<file path="src/hdl/ftc_pkg.sv">
// Shared types and constants for the frustum triangle clipper.
// Used by frustum_triangle_clipper_core and ftc_divider; depends on nothing.
`default_nettype none
package ftc_pkg;

	localparam int COORD_W     = 21;
	localparam int UV_W        = 16;
	localparam int DOT_W       = 40;
	localparam int MAG_W       = 39;
	localparam int PROD_W      = 60;
	localparam int QUO_W       = 22;
	localparam int NUM_LO_W    = 20;
	localparam int MUL_A_W     = 23;
	localparam int MUL_B_W     = 21;
	localparam int MUL_P_W     = 44;
	localparam int NORM_W      = 17;
	localparam int CFG_W       = 20;
	localparam int TRIG_W      = 16;
	localparam int IDX_W       = 3;
	localparam int PLANE_W     = 3;
	localparam int PLANE_COUNT = 6;

	localparam logic signed [NORM_W-1:0] NORMAL_ONE = 17'sd32768;

	// register indexes on the write port
	localparam logic [IDX_W-1:0] REG_NEAR = 3'd0;
	localparam logic [IDX_W-1:0] REG_FAR  = 3'd1;
	localparam logic [IDX_W-1:0] REG_VCOS = 3'd2;
	localparam logic [IDX_W-1:0] REG_VSIN = 3'd3;
	localparam logic [IDX_W-1:0] REG_HCOS = 3'd4;
	localparam logic [IDX_W-1:0] REG_HSIN = 3'd5;

	// plane order
	localparam logic [PLANE_W-1:0] PL_NEAR   = 3'd0;
	localparam logic [PLANE_W-1:0] PL_FAR    = 3'd1;
	localparam logic [PLANE_W-1:0] PL_TOP    = 3'd2;
	localparam logic [PLANE_W-1:0] PL_BOTTOM = 3'd3;
	localparam logic [PLANE_W-1:0] PL_LEFT   = 3'd4;
	localparam logic [PLANE_W-1:0] PL_RIGHT  = 3'd5;

	// component selects for crossing-point interpolation
	localparam logic [2:0] VAL_X = 3'd0;
	localparam logic [2:0] VAL_Y = 3'd1;
	localparam logic [2:0] VAL_Z = 3'd2;
	localparam logic [2:0] VAL_U = 3'd3;
	localparam logic [2:0] VAL_V = 3'd4;

	// inside codes, bit i set when vertex i is inside
	localparam logic [2:0] CODE_NONE = 3'b000;
	localparam logic [2:0] CODE_A    = 3'b001;
	localparam logic [2:0] CODE_B    = 3'b010;
	localparam logic [2:0] CODE_AB   = 3'b011;
	localparam logic [2:0] CODE_C    = 3'b100;
	localparam logic [2:0] CODE_AC   = 3'b101;
	localparam logic [2:0] CODE_BC   = 3'b110;
	localparam logic [2:0] CODE_ALL  = 3'b111;

	localparam logic [5:0] EDGE_AB = 6'h09;
	localparam logic [5:0] EDGE_BC = 6'h12;
	localparam logic [5:0] EDGE_CA = 6'h24;

	typedef struct packed {
		logic signed [UV_W-1:0]    v;
		logic signed [UV_W-1:0]    u;
		logic signed [COORD_W-1:0] z;
		logic signed [COORD_W-1:0] y;
		logic signed [COORD_W-1:0] x;
	} vtx_t;

	typedef struct packed {
		vtx_t [2:0]         v;
		logic [5:0]         edges;
		logic [PLANE_W-1:0] plane;
	} tri_t;

endpackage
`default_nettype wire

</file>
<file path="src/hdl/ftc_divider.sv">
// Iterative unsigned restoring divider, one quotient bit per cycle.
// Depends on ftc_pkg for widths. Quotient must fit in QUO_W bits.
`default_nettype none
module ftc_divider (
	input  wire logic                          clk,
	input  wire logic                          arst_n,
	input  wire logic                          start,
	input  wire logic [ftc_pkg::PROD_W-1:0]    dividend,
	input  wire logic [ftc_pkg::MAG_W-1:0]     divisor,
	output logic      [ftc_pkg::QUO_W-1:0]     quotient,
	output logic                               done
);

	localparam int CW = $clog2(ftc_pkg::QUO_W + 1);

	logic                         busy_q;
	logic                         done_q;
	logic [CW-1:0]                cnt_q;
	logic [ftc_pkg::MAG_W-1:0]    rem_q;
	logic [ftc_pkg::QUO_W-1:0]    low_q;
	logic [ftc_pkg::QUO_W-1:0]    quo_q;
	logic [ftc_pkg::MAG_W:0]      trial;
	logic                         ge;

	assign trial = {rem_q, low_q[ftc_pkg::QUO_W-1]};
	assign ge    = trial >= {1'b0, divisor};

	always_ff @(posedge clk or negedge arst_n) begin
		if (!arst_n) begin
			busy_q <= 1'b0;
			done_q <= 1'b0;
			cnt_q  <= '0;
		end else if (start) begin
			busy_q <= 1'b1;
			done_q <= 1'b0;
			cnt_q  <= CW'(ftc_pkg::QUO_W);
		end else if (busy_q) begin
			cnt_q <= cnt_q - CW'(1);
			if (cnt_q == CW'(1)) begin
				busy_q <= 1'b0;
				done_q <= 1'b1;
			end
		end else begin
			done_q <= 1'b0;
		end
	end

	always_ff @(posedge clk) begin
		if (start) begin
			// top bits are below the divisor since the quotient fits QUO_W
			rem_q <= ftc_pkg::MAG_W'(dividend[ftc_pkg::PROD_W-1:ftc_pkg::QUO_W]);
			low_q <= dividend[ftc_pkg::QUO_W-1:0];
			quo_q <= '0;
		end else if (busy_q) begin
			rem_q <= ge ? ftc_pkg::MAG_W'(trial - {1'b0, divisor})
			            : trial[ftc_pkg::MAG_W-1:0];
			low_q <= {low_q[ftc_pkg::QUO_W-2:0], 1'b0};
			quo_q <= {quo_q[ftc_pkg::QUO_W-2:0], ge};
		end
	end

	assign quotient = quo_q;
	assign done     = done_q;

endmodule
`default_nettype wire

</file>
<file path="config.mk">
export PLATFORM = sky130hd
export DESIGN_NAME = ftc_divider
export DESIGN_NICKNAME = d
export VERILOG_FILES = /design/src/hdl/ftc_pkg.sv /design/src/hdl/ftc_divider.sv
export SDC_FILE = /design/constraint.sdc
export NUM_CORES = 1
export LEC_CHECK = 0
export ABC_AREA = 1
export BUFFER_PORTS_ARGS = -buffer_cell sky130_fd_sc_hd__buf_4
export CAP_MARGIN = 20
export CELL_PAD_IN_SITES_DETAIL_PLACEMENT = 1
export CELL_PAD_IN_SITES_GLOBAL_PLACEMENT = 1
export CORE_UTILIZATION = 40
export DETAILED_ROUTE_END_ITERATION = 10
export MAX_ROUTING_LAYER = met4
export PLACE_DENSITY_LB_ADDON = 0.25
export SLEW_MARGIN = 0
export SYNTH_ARGS = -nofsm -noshare
export SYNTH_HDL_FRONTEND = slang
export SYNTH_SLANG_ARGS = --single-unit
</file>
<file path="constraint.sdc">
create_clock -name clk -period 5.95 [get_ports clk]
set_input_delay 0.8925 -clock clk [delete_from_list [all_inputs] [get_ports clk]]
set_output_delay 0.8925 -clock clk [all_outputs]
set_load 0.05 [all_outputs]
</file>
[Yosys cells after proc, flatten, opt, wreduce, memory -nomap -nowiden]
Index checks and enable logic that the tools add are counted.
Word-level totals
  register bits after elaboration: 90
  bits of input ports: 102
  output and inout port bits: 23
Cells by class
  $add $sub $neg: 2
  $lt $le $gt $ge: 1
  equal/unequal tests: 2
  multiplexer cells: 13
  reduce and logical (&&, ||, !) cells: 1
Operators by type and width (number)
  $mux 38: 2
  $mux 22: 2
  $ge 40x39->1: 1
  $mux 39: 1
  $sub 39x39->39: 1
  $mux 5: 2
  $mux 1: 6
  $eq 5x1->1 const B: 1
  $sub 5x1->5 const B: 1
  $ne 3x2->1 const B: 1
  $reduce_bool 2->1: 1

[Logic depth before layout (Yosys ltp)]
Gate-level depths: netlist of run 1.
  depth after elaboration: 4
  gate-level depth with buffers: 17
  mapped depth without buffers: 17

[Least setup slack after synthesis of run 1]
OpenSTA, ideal clock, no wires.
  path kind: input to register
  from: input port start
  to: register low_q[0] in the netlist's numbering (enable)
  setup time: 0.448 ns
  arrival time: 2.898 ns
  slack: 2.604 ns
  stages on the path: 3
  buffers on the path: 1
  cell sequence: nor2_1 -> inv_1 -> clkbuf_1
On the way
  cells in the longest elaborated chain, start to end: 1
Ends and longest elaborated chain
  start, declared: RTL line ftc_divider.sv:7  | input wire logic start,
  $reduce_bool 2->1 (no source line)
  end signal, assigned: RTL line ftc_divider.sv:52  | low_q <= dividend[ftc_pkg::QUO_W-1:0];
  end signal, assigned: RTL line ftc_divider.sv:57  | low_q <= {low_q[ftc_pkg::QUO_W-2:0], 1'b0};
  end, declared: RTL line ftc_divider.sv:20  | logic [ftc_pkg::QUO_W-1:0] low_q;
Every way passes these cells.
A chain may end at the register's enable or synchronous reset.

[Final worst setup path of run 1]
  from: input port divisor[31] in the netlist's numbering
  to: register rem_q[4] in the netlist's numbering, data pin
On the way
  cells in the longest elaborated chain, start to end: 4
Ends and longest elaborated chain
  start, declared: RTL line ftc_divider.sv:9  | input wire logic [ftc_pkg::MAG_W-1:0] divisor,
  $ge 40x39->1: RTL line ftc_divider.sv:26  | assign ge = trial >= {1'b0, divisor};
  $mux 39: RTL line ftc_divider.sv:55  | rem_q <= ge ? ftc_pkg::MAG_W'(trial - {1'b0, divisor})
  $mux 38: RTL line ftc_divider.sv:54  | end else if (busy_q) begin
  $mux 38: RTL line ftc_divider.sv:49  | if (start) begin
  end signal, assigned: RTL line ftc_divider.sv:51  | rem_q <= ftc_pkg::MAG_W'(dividend[ftc_pkg::PROD_W-1:ftc_pkg::QUO_W]);
  end signal, assigned: RTL line ftc_divider.sv:55
  end, declared: RTL line ftc_divider.sv:19  | logic [ftc_pkg::MAG_W-1:0] rem_q;
Every way passes these cells. The select of a mux whose other input is x is not followed.

==> flow_summary_export.csv, run 1 <==
group,metric,value,unit
outcome,outcome,"finished clean",
detailed_routing,route.vias.total,7178,
detailed_routing,wl,21800,µm
synth,synth_cell_type_count,38,
cts,cts_tree,"done",
timing,fin_worst_skew,0.0134,ns
finish,fill_cells,2397,
critical_path,worstRegToRegCells,12,
timing,maxSlewHeadroom,0.402,
synth,synth_top_cell_by_area,"edfxtp_1",
min_path,hold_path.class,"in2async",
finish,drive_above_1_share,0.130,
timing,fin_crit_sh,0.545,
synth,synth_top_family_by_area,"simple AND/OR/NAND/NOR gates",
cts,clock-sinks,90,
synth,syn_inst,1124,
cts,cts_root_buffer,"clkbuf_16",
floorplan,fp.coreArea,0.0175,mm²
critical_path,critPathMaxFanout,41,
cts,post_cts_buffers,0,
cts,cts-resized-gates,0,
synth,synth-seq-cells,90,
placement,io_buffers,124,
cts,cts_buffers,9,
detailed_routing,drc,0,
finish,multiInputGateArea,0.00390,mm²
power,peakVddDrop,0.236,mV
critical_path,endpoint_kind,"register",
job,maxCapViolations,0,
detailed_routing,first_pass_iters,4,
global_routing,grt_use_met2,0.421,
detailed_routing,drt_iter0_drc,257,
finish,fin_nets,1382,
cts,clk_latency,0.36,ns
floorplan,num_rows,48,
placement,hpwl,17100,µm
synth,yosys_warnings,0,
floorplan,die_h,136,µm
critical_path,r2r_slack,2.96,ns
floorplan,dieArea,0.0186,mm²
detailed_routing,viasPerCell,4.89,
timing,finalSetupViolations,0,
critical_path,critPathLaunchType,"input pin",
floorplan,start_util,0.413,
synth,syn-num-nets,1268,
detailed_routing,ant_nets,0,
timing,worst_pin_slew,0.897,ns
cts,clk_path_buf_depth,2,
synth,synth_top_area_share,0.250,
synth,synth-seq-area-share,0.338,
detailed_routing,wl_per_cell,14.8,µm
power,p_per_area,432,mW/mm²
timing,hold_viol_final,0,
global_routing,grt.total_usage,0.252,
cts,clkTransAtPathRegs,0.08,ns
global_routing,grt_pass1_vias,7321,
synth,synthesis.area,0.00721,mm²
cts,h-tree-depth,3,
global_routing,grtUsageMet3,0.0358,
synth,synth-simple-area-share,0.372,
global_routing,grt_use_met1,0.322,
finish,register_area,0.00244,mm²
cts,ctsHoldBuffers,0,
synth,postSynthAreaPerCell,6.41,µm²
timing,final_max_slew_viol_count,0,
power,leakagePower,4.68,nW
finish,area_delta_synth_final,19.8,%
timing,setup_ws,2.70,ns
finish,antenna_cells,0,
placement,routabilityCongestion,0.948,
synth,synthXorXnorAreaFrac,0.0267,
synth,synth.top_cells.by_area,"edfxtp_1 25%, nand2_1 24%, inv_1 10%",
floorplan,die_w,136,µm
critical_path,worstSetupPathType,"in2reg",
timing,tns,0,ns
timing,fmax,0.308,GHz
synth,synthAdderAreaFrac,0.0739,
synth,synth_mux_area_frac,0,
floorplan,ios,125,
finish,final_cell_mix,"456 x nand2_1, 192 x inv_1, 127 x buf_4",
finish,mostFrequentLayoutCell,"nand2_1",
global_routing,grt.busiest_layer,"met2",
global_routing,antenna_found_initial,0,
critical_path,r2r-end,"rem_q[4]",
critical_path,reg2reg_from,"rem_q[29]",
synth,synth_compound_area_frac,0.0675,
critical_path,worstPathRequired,6.06,ns
global_routing,grt_overflow,0,
timing,rsz0062_at_grt,"false",
global_routing,grt_pass1_wl,35400,µm
global_routing,grt_max_degree,87,
timing,period_needed,3.25,ns
placement,preCtsSetupSlack,2.06,ns
critical_path,cp.arrival,3.36,ns
-- layer usage --
| layer | vias to the layer above | share of wire | routed length (µm) |
|---|---|---|---|
| li1 | 3706 | - | - |
| met1 | 3324 | 0.48 | 10400 |
| met2 | 131 | 0.47 | 10300 |
| met3 | 17 | 0.037 | 816 |
| met4 | 0 | 0.011 | 236 |
| met5 | - | 0 | 0 |
-- flip-flops by register name, indices dropped and copies added, names as in the netlist --
| name | flops |
|---|---|
| low_q | 22 |
| busy_q | 1 |
| quotient | 22 |
| rem_q | 39 |
| cnt_q | 5 |
| done | 1 |
-- critical path, cell delays in order --
cell and delay [ns]:
buf_4 0.08, inv_1 0.03, ha_1 0.36, nand2_2 0.17, inv_2 0.05, a21oi_1 0.27
nand2_1 0.14, a21oi_2 0.21, nand4_4 0.46, buf_12 0.36, nor2_1 0.13, nor2_1 0.05
nand2_1 0.09, nand2_1 0.05
-- power by group --
| part | internal (W) | leakage, nW | switching, W |
|---|---|---|---|
| clock | 0.000321 | 0.153 | 0.000292 |
| sequential | 0.000857 | 0.917 | 0.0000950 |
| combinational | 0.000770 | 3.61 | 0.00140 |
| total | 0.00195 | 4.68 | 0.00178 |
-- metrics by stage --
stage	hold slack, ns	instances	power, W	instance area, µm²	util
3_5_place_dp	0.462	1451	0.00311	8310	0.475
4_1_cts	0.328	1467	0.00375	8620	0.493
2_1_floorplan	0.450	1124	0.00256	7210	-
3_3_place_gp	0.444	1451	0.00306	8310	0.475
5_1_grt	0.333	1468	0.00408	8640	0.494
6_report	0.334	1468	0.00373	8640	0.494
-- cells in the mapped netlist --
| master | number |
|---|---|
| fa_1 | 1 |
| a21o_1 | 3 |
| o22ai_1 | 20 |
| nor2_2 | 5 |
| buf_6 | 4 |
| edfxtp_1 | 60 |
| xnor2_1 | 21 |
| buf_4 | 3 |
| nand3b_1 | 5 |
| a21oi_2 | 1 |
| nand2_1 | 456 |
| nor3_1 | 3 |
| dfrtp_1 | 7 |
| o21ai_1 | 12 |
| inv_1 | 193 |
| or2_2 | 1 |
| a21oi_1 | 29 |
| inv_2 | 3 |
| dfxtp_1 | 23 |
| ha_1 | 41 |
| xor2_1 | 1 |
| clkbuf_1 | 17 |
| a31oi_1 | 2 |
| o21bai_1 | 8 |
| and2_1 | 4 |
| nand4_4 | 1 |
| clkinv_1 | 1 |
| or2_0 | 1 |
| o21ai_0 | 9 |
| nor2_1 | 114 |
| nand3_1 | 55 |
| buf_1 | 1 |
| nand3_2 | 2 |
| nand4_1 | 11 |
| nor4_1 | 2 |
| nand2_2 | 1 |
| a22oi_1 | 1 |
| nor3_2 | 2 |
-- worst max-delay path by stage --
| stage | cells past startpoint | slack, ns | start | endpoint |
|---|---|---|---|---|
| 6_report | 14 | 2.70 | divisor[31] | rem_q[4] |
| 4_1_cts | 13 | 2.41 | divisor[31] | rem_q[24] |
| 5_1_grt | 14 | 2.51 | divisor[31] | rem_q[4] |
| 3_3_place_gp | 13 | 2.13 | divisor[31] | rem_q[34] |
| 3_5_place_dp | 13 | 2.06 | divisor[31] | rem_q[26] |
| 2_1_floorplan | 3 | 2.60 | start | low_q[0] |
-- cell families (layout without fill, tap and decap cells) --
logic type	count (synthesis)	in the layout
and+or+nand+nor	663	663
buffers and inverters	222	341
DFF	90	90
AOI/OAI and AO/OA	85	85
adders and majority gates	42	42
xor gates and xnor gates	22	22
-- cell type report --
cell class                      count  area share
Clock buffer                       10      0.0290
Clock inverter                      6     0.00666
Inverter                          197      0.0856
Multi-Input combinational cell    812       0.451
Sequential cell                    90       0.282
Tap cell                          225      0.0326
Timing Repair Buffer              128       0.113
(Power assumes the default switching activity.)
==> run 2: changes to the inputs <==
--- a/config.mk
+++ b/config.mk
@@ -5,7 +5,7 @@
 export SDC_FILE = /design/constraint.sdc
 export NUM_CORES = 1
 export LEC_CHECK = 0
-export ABC_AREA = 1
+export ABC_AREA = 0
 export BUFFER_PORTS_ARGS = -buffer_cell sky130_fd_sc_hd__buf_4
 export CAP_MARGIN = 20
 export CELL_PAD_IN_SITES_DETAIL_PLACEMENT = 1
==> constraint.sdc (replaced) <==
create_clock -name clk -period 3 [get_ports clk]
set_input_delay 0.45 -clock clk [delete_from_list [all_inputs] [get_ports clk]]
set_output_delay 0.45 -clock clk [all_outputs]
set_load 0.05 [all_outputs]
==> flow_summary_export.csv, run 2 <==
group,metric,value,unit
finish,final_cell_mix,"250 x buf_4, 66 x inv_1, 60 x edfxtp_1",
min_path,hold_path.class,"in2reg",
power,switchingPower,0.00473,W
power,swShare,0.446,
critical_path,critPathMaxFanout,2,
synth,yosysMostFrequentCell,"nor2_1",
detailed_routing,drt_iter0_drc,422,
critical_path,cp_slowest_cell,"or4_4",
cts,clk_latency,0.36,ns
global_routing,grt_pass1_wl,34800,µm
detailed_routing,wl_per_cell,22.4,µm
finish,largest_register_ffs,39,
cts,cts_tree,"done",
synth,synth_edf_count,60,
critical_path,slowest_delay,0.46,ns
power,p_clk_frac,0.114,
timing,fmax,0.298,GHz
finish,drive_above_1_share,0.449,
synth,synthesis.area,0.00644,mm²
global_routing,grt_overflow,0,
global_routing,antenna_found_initial,0,
placement,hpwl,16100,µm
synth,synth-seq-area-share,0.378,
finish,mostFrequentLayoutCell,"buf_4",
critical_path,cp.arrival,3.60,ns
min_path,hold_start,"dividend[46]",
detailed_routing,route.vias.total,6683,
cts,clk_path_buf_depth,2,
outcome,outcome,"finished, violations left",
synth,yosys_warnings,0,
cts,clock-sinks,90,
cts,h-tree-depth,3,
detailed_routing,viasPerCell,5.67,
power,p_per_area,1080,mW/mm²
power,p_int,0.00588,W
critical_path,worstSetupPathType,"reg2reg",
synth,syn-num-nets,853,
critical_path,reg2reg_from,"low_q[21]",
power,p_comb_frac,0.695,
placement,dp_cells,1138,
synth,synth_top_area_share,0.280,
synth,synth.top_cells.by_area,"edfxtp_1 28%, ha_1 8.0%, dfxtp_1 7.1%",
timing,final_max_slew_viol_count,0,
power,peakVddDrop,0.431,mV
finish,final_cell_count_no_fill,1179,
detailed_routing,first_pass_iters,5,
floorplan,dieArea,0.0166,mm²
job,maxCapViolations,0,
critical_path,endpoint_kind,"register",
synth,postSynthAreaPerCell,9.08,µm²
timing,fin_worst_skew,0.00967,ns
cts,clkTransAtPathRegs,0.08,ns
timing,hold_viol_final,0,
critical_path,worstPathRequired,3.24,ns
synth,ys.flop_type,"edfxtp_1",
synth,synth_common_cells,"69 x nor2_1, 67 x inv_1, 60 x a21oi_1, 60 x edfxtp_1, 54 x nand2_1",
critical_path,critPathLaunchType,"register",
timing,maxSlewHeadroom,0.520,
min_path,hold_path_depth,2,
floorplan,start_util,0.407,
timing,whs,0.365,ns
floorplan,die_h,129,µm
power,power_frac_seq,0.191,
finish,area_delta_synth_final,52.5,%
timing,worst_pin_slew,0.713,ns
critical_path,path_cells,"inv_1 -> ha_2 -> fa_2 -> and2b_2 -> o2111ai_2 -> a31o_2 -> or4_4 -> a211oi_4 -> o21ai_1 -> nor3b_1 -> o31ai_1 -> o21a_1",
critical_path,r2r-end,"rem_q[30]",
synth,synth_cell_type_count,70,
placement,preCtsSetupSlack,-0.366,ns
floorplan,die_w,129,µm
timing,period_needed,3.36,ns
global_routing,grt_max_degree,42,
min_path,hold_end,"rem_q[24]",
global_routing,grt.total_usage,0.279,
timing,finalSetupViolations,39,
detailed_routing,ant_nets,0,
synth,syn_inst,709,
synth,postSynth.asyncResetShare,0.0778,
finish,regMostFlops,"rem_q",
cts,cts_root_buffer,"clkbuf_16",
global_routing,grt_pass1_vias,6956,
finish,antenna_cells,0,
placement,routabilityCongestion,0.915,
power,design_power_total,0.0106,W
detailed_routing,wl,26500,µm
detailed_routing,drc,0,
floorplan,ios,125,
critical_path,r2r_slack,-0.36,ns
finish,fin_nets,1102,
floorplan,fp.coreArea,0.0158,mm²
timing,fin_crit_sh,1.12,
floorplan,num_rows,46,
synth,synth-seq-cells,90,
placement,io_buffers,124,
cts,cts_buffers,9,
power,leakagePower,4.51,nW
timing,tns,-5.34,ns
timing,rsz0062_at_grt,"true",
timing,setup_ws,-0.356,ns
critical_path,worstRegToRegCells,12,
synth,synth_top_cell_by_area,"edfxtp_1",
outcome,failed_checks,"negative setup slack",
-- run 2: cell types whose count changed after synthesis, moves of 12 or more --
cell and delta:
a211oi_1 +17, a21o_1 +22, a21oi_1 +31, inv_1 -126
mux2_2 +27, mux2i_1 +24, nand2_1 -402, nand3_1 -46
nor2_1 -45, nor3_1 +12, o21ai_0 +18, o22ai_1 -20
-- run 2: kinds of logic (layout without fill, tap and decap cells) --
| kind of cell | count (synthesis) | in the layout | synth area share |
|---|---|---|---|
| flip-flops | 90 | 90 | 0.378 |
| multiplexers | 51 | 51 | 0.0845 |
| XOR/XNOR | 31 | 31 | 0.0422 |
| AO/OA/AOI/OAI | 202 | 203 | 0.212 |
| adder cells (fa/ha/maj) | 42 | 42 | 0.0828 |
| buffers and inverters | 101 | 354 | 0.0631 |
| AND/OR/NAND/NOR | 192 | 192 | 0.137 |
-- run 2: timing repair --
| item | CTS | global route |
|---|---|---|
| pin swaps | 10 | 52 |
| hold buffers | 1 | 0 |
| endpoints found under the setup margin | 37 | 37 |
| resized for setup | 36 | 122 |
| gates cloned | 0 | 8 |
| hold endpoints to repair | 7 | 0 |
| setup buffers | 4 | 13 |
-- run 2: worst max-delay path by stage --
stage	startpoint	cells past startpoint	end	slack, ns
floorplan	divisor[0]	11	rem_q[30]	-0.02
global route	low_q[21]	12	rem_q[30]	-0.45
global placement	divisor[0]	13	rem_q[34]	-0.31
finish	low_q[21]	12	rem_q[30]	-0.36
CTS	low_q[21]	13	rem_q[34]	-0.11
detailed placement	divisor[0]	13	rem_q[34]	-0.37
-- run 2: power groups by stage --
stage / Sequential [W] / Clock [W] / Combinational (W)
after floorplan: 0.00191 / 0 / 0.00303
after global placement: 0.00195 / 0 / 0.00494
after detailed placement: 0.00197 / 0 / 0.00510
after CTS: 0.00196 / 0.00122 / 0.00543
after global routing: 0.00205 / 0.00126 / 0.00777
final: 0.00203 / 0.00121 / 0.00737
-- run 2: critical path, delay by kind of cell (launching register included) --
family | cells | cell delay, ns
simple gates | 3 | 0.91
fa+ha+maj | 2 | 0.53
compound gates | 6 | 1.36
buf+inv | 1 | 0.06
flops | 1 | 0.38
-- run 2: metal layers --
layer | global-route usage | part of all wire | up-vias | wire length [µm]
li1 | - | - | 3060 | -
met1 | 0.324 | 0.40 | 3306 | 10600
met2 | 0.483 | 0.51 | 250 | 13500
met3 | 0.0432 | 0.054 | 67 | 1420
met4 | 0.111 | 0.035 | 0 | 919
met5 | - | 0 | - | 0
-- run 2: area by class of cell --
| cell class | instances | area [µm²] |
|---|---|---|
| Clock buffer | 10 | 250 |
| Multi-Input combinational cell | 519 | 4340 |
| Sequential cell | 90 | 2440 |
| Clock inverter | 6 | 50.0 |
| Tap cell | 216 | 270 |
| Fill cell | 1786 | 6010 |
| Timing Repair Buffer | 271 | 2220 |
| Inverter | 67 | 251 |
-- run 2: stage by stage --
step	util	area (µm²)
floorplan	-	6480
global route	0.620	9820
CTS	0.570	9020
finish	0.620	9820
global placement	0.536	8480
detailed placement	0.536	8480
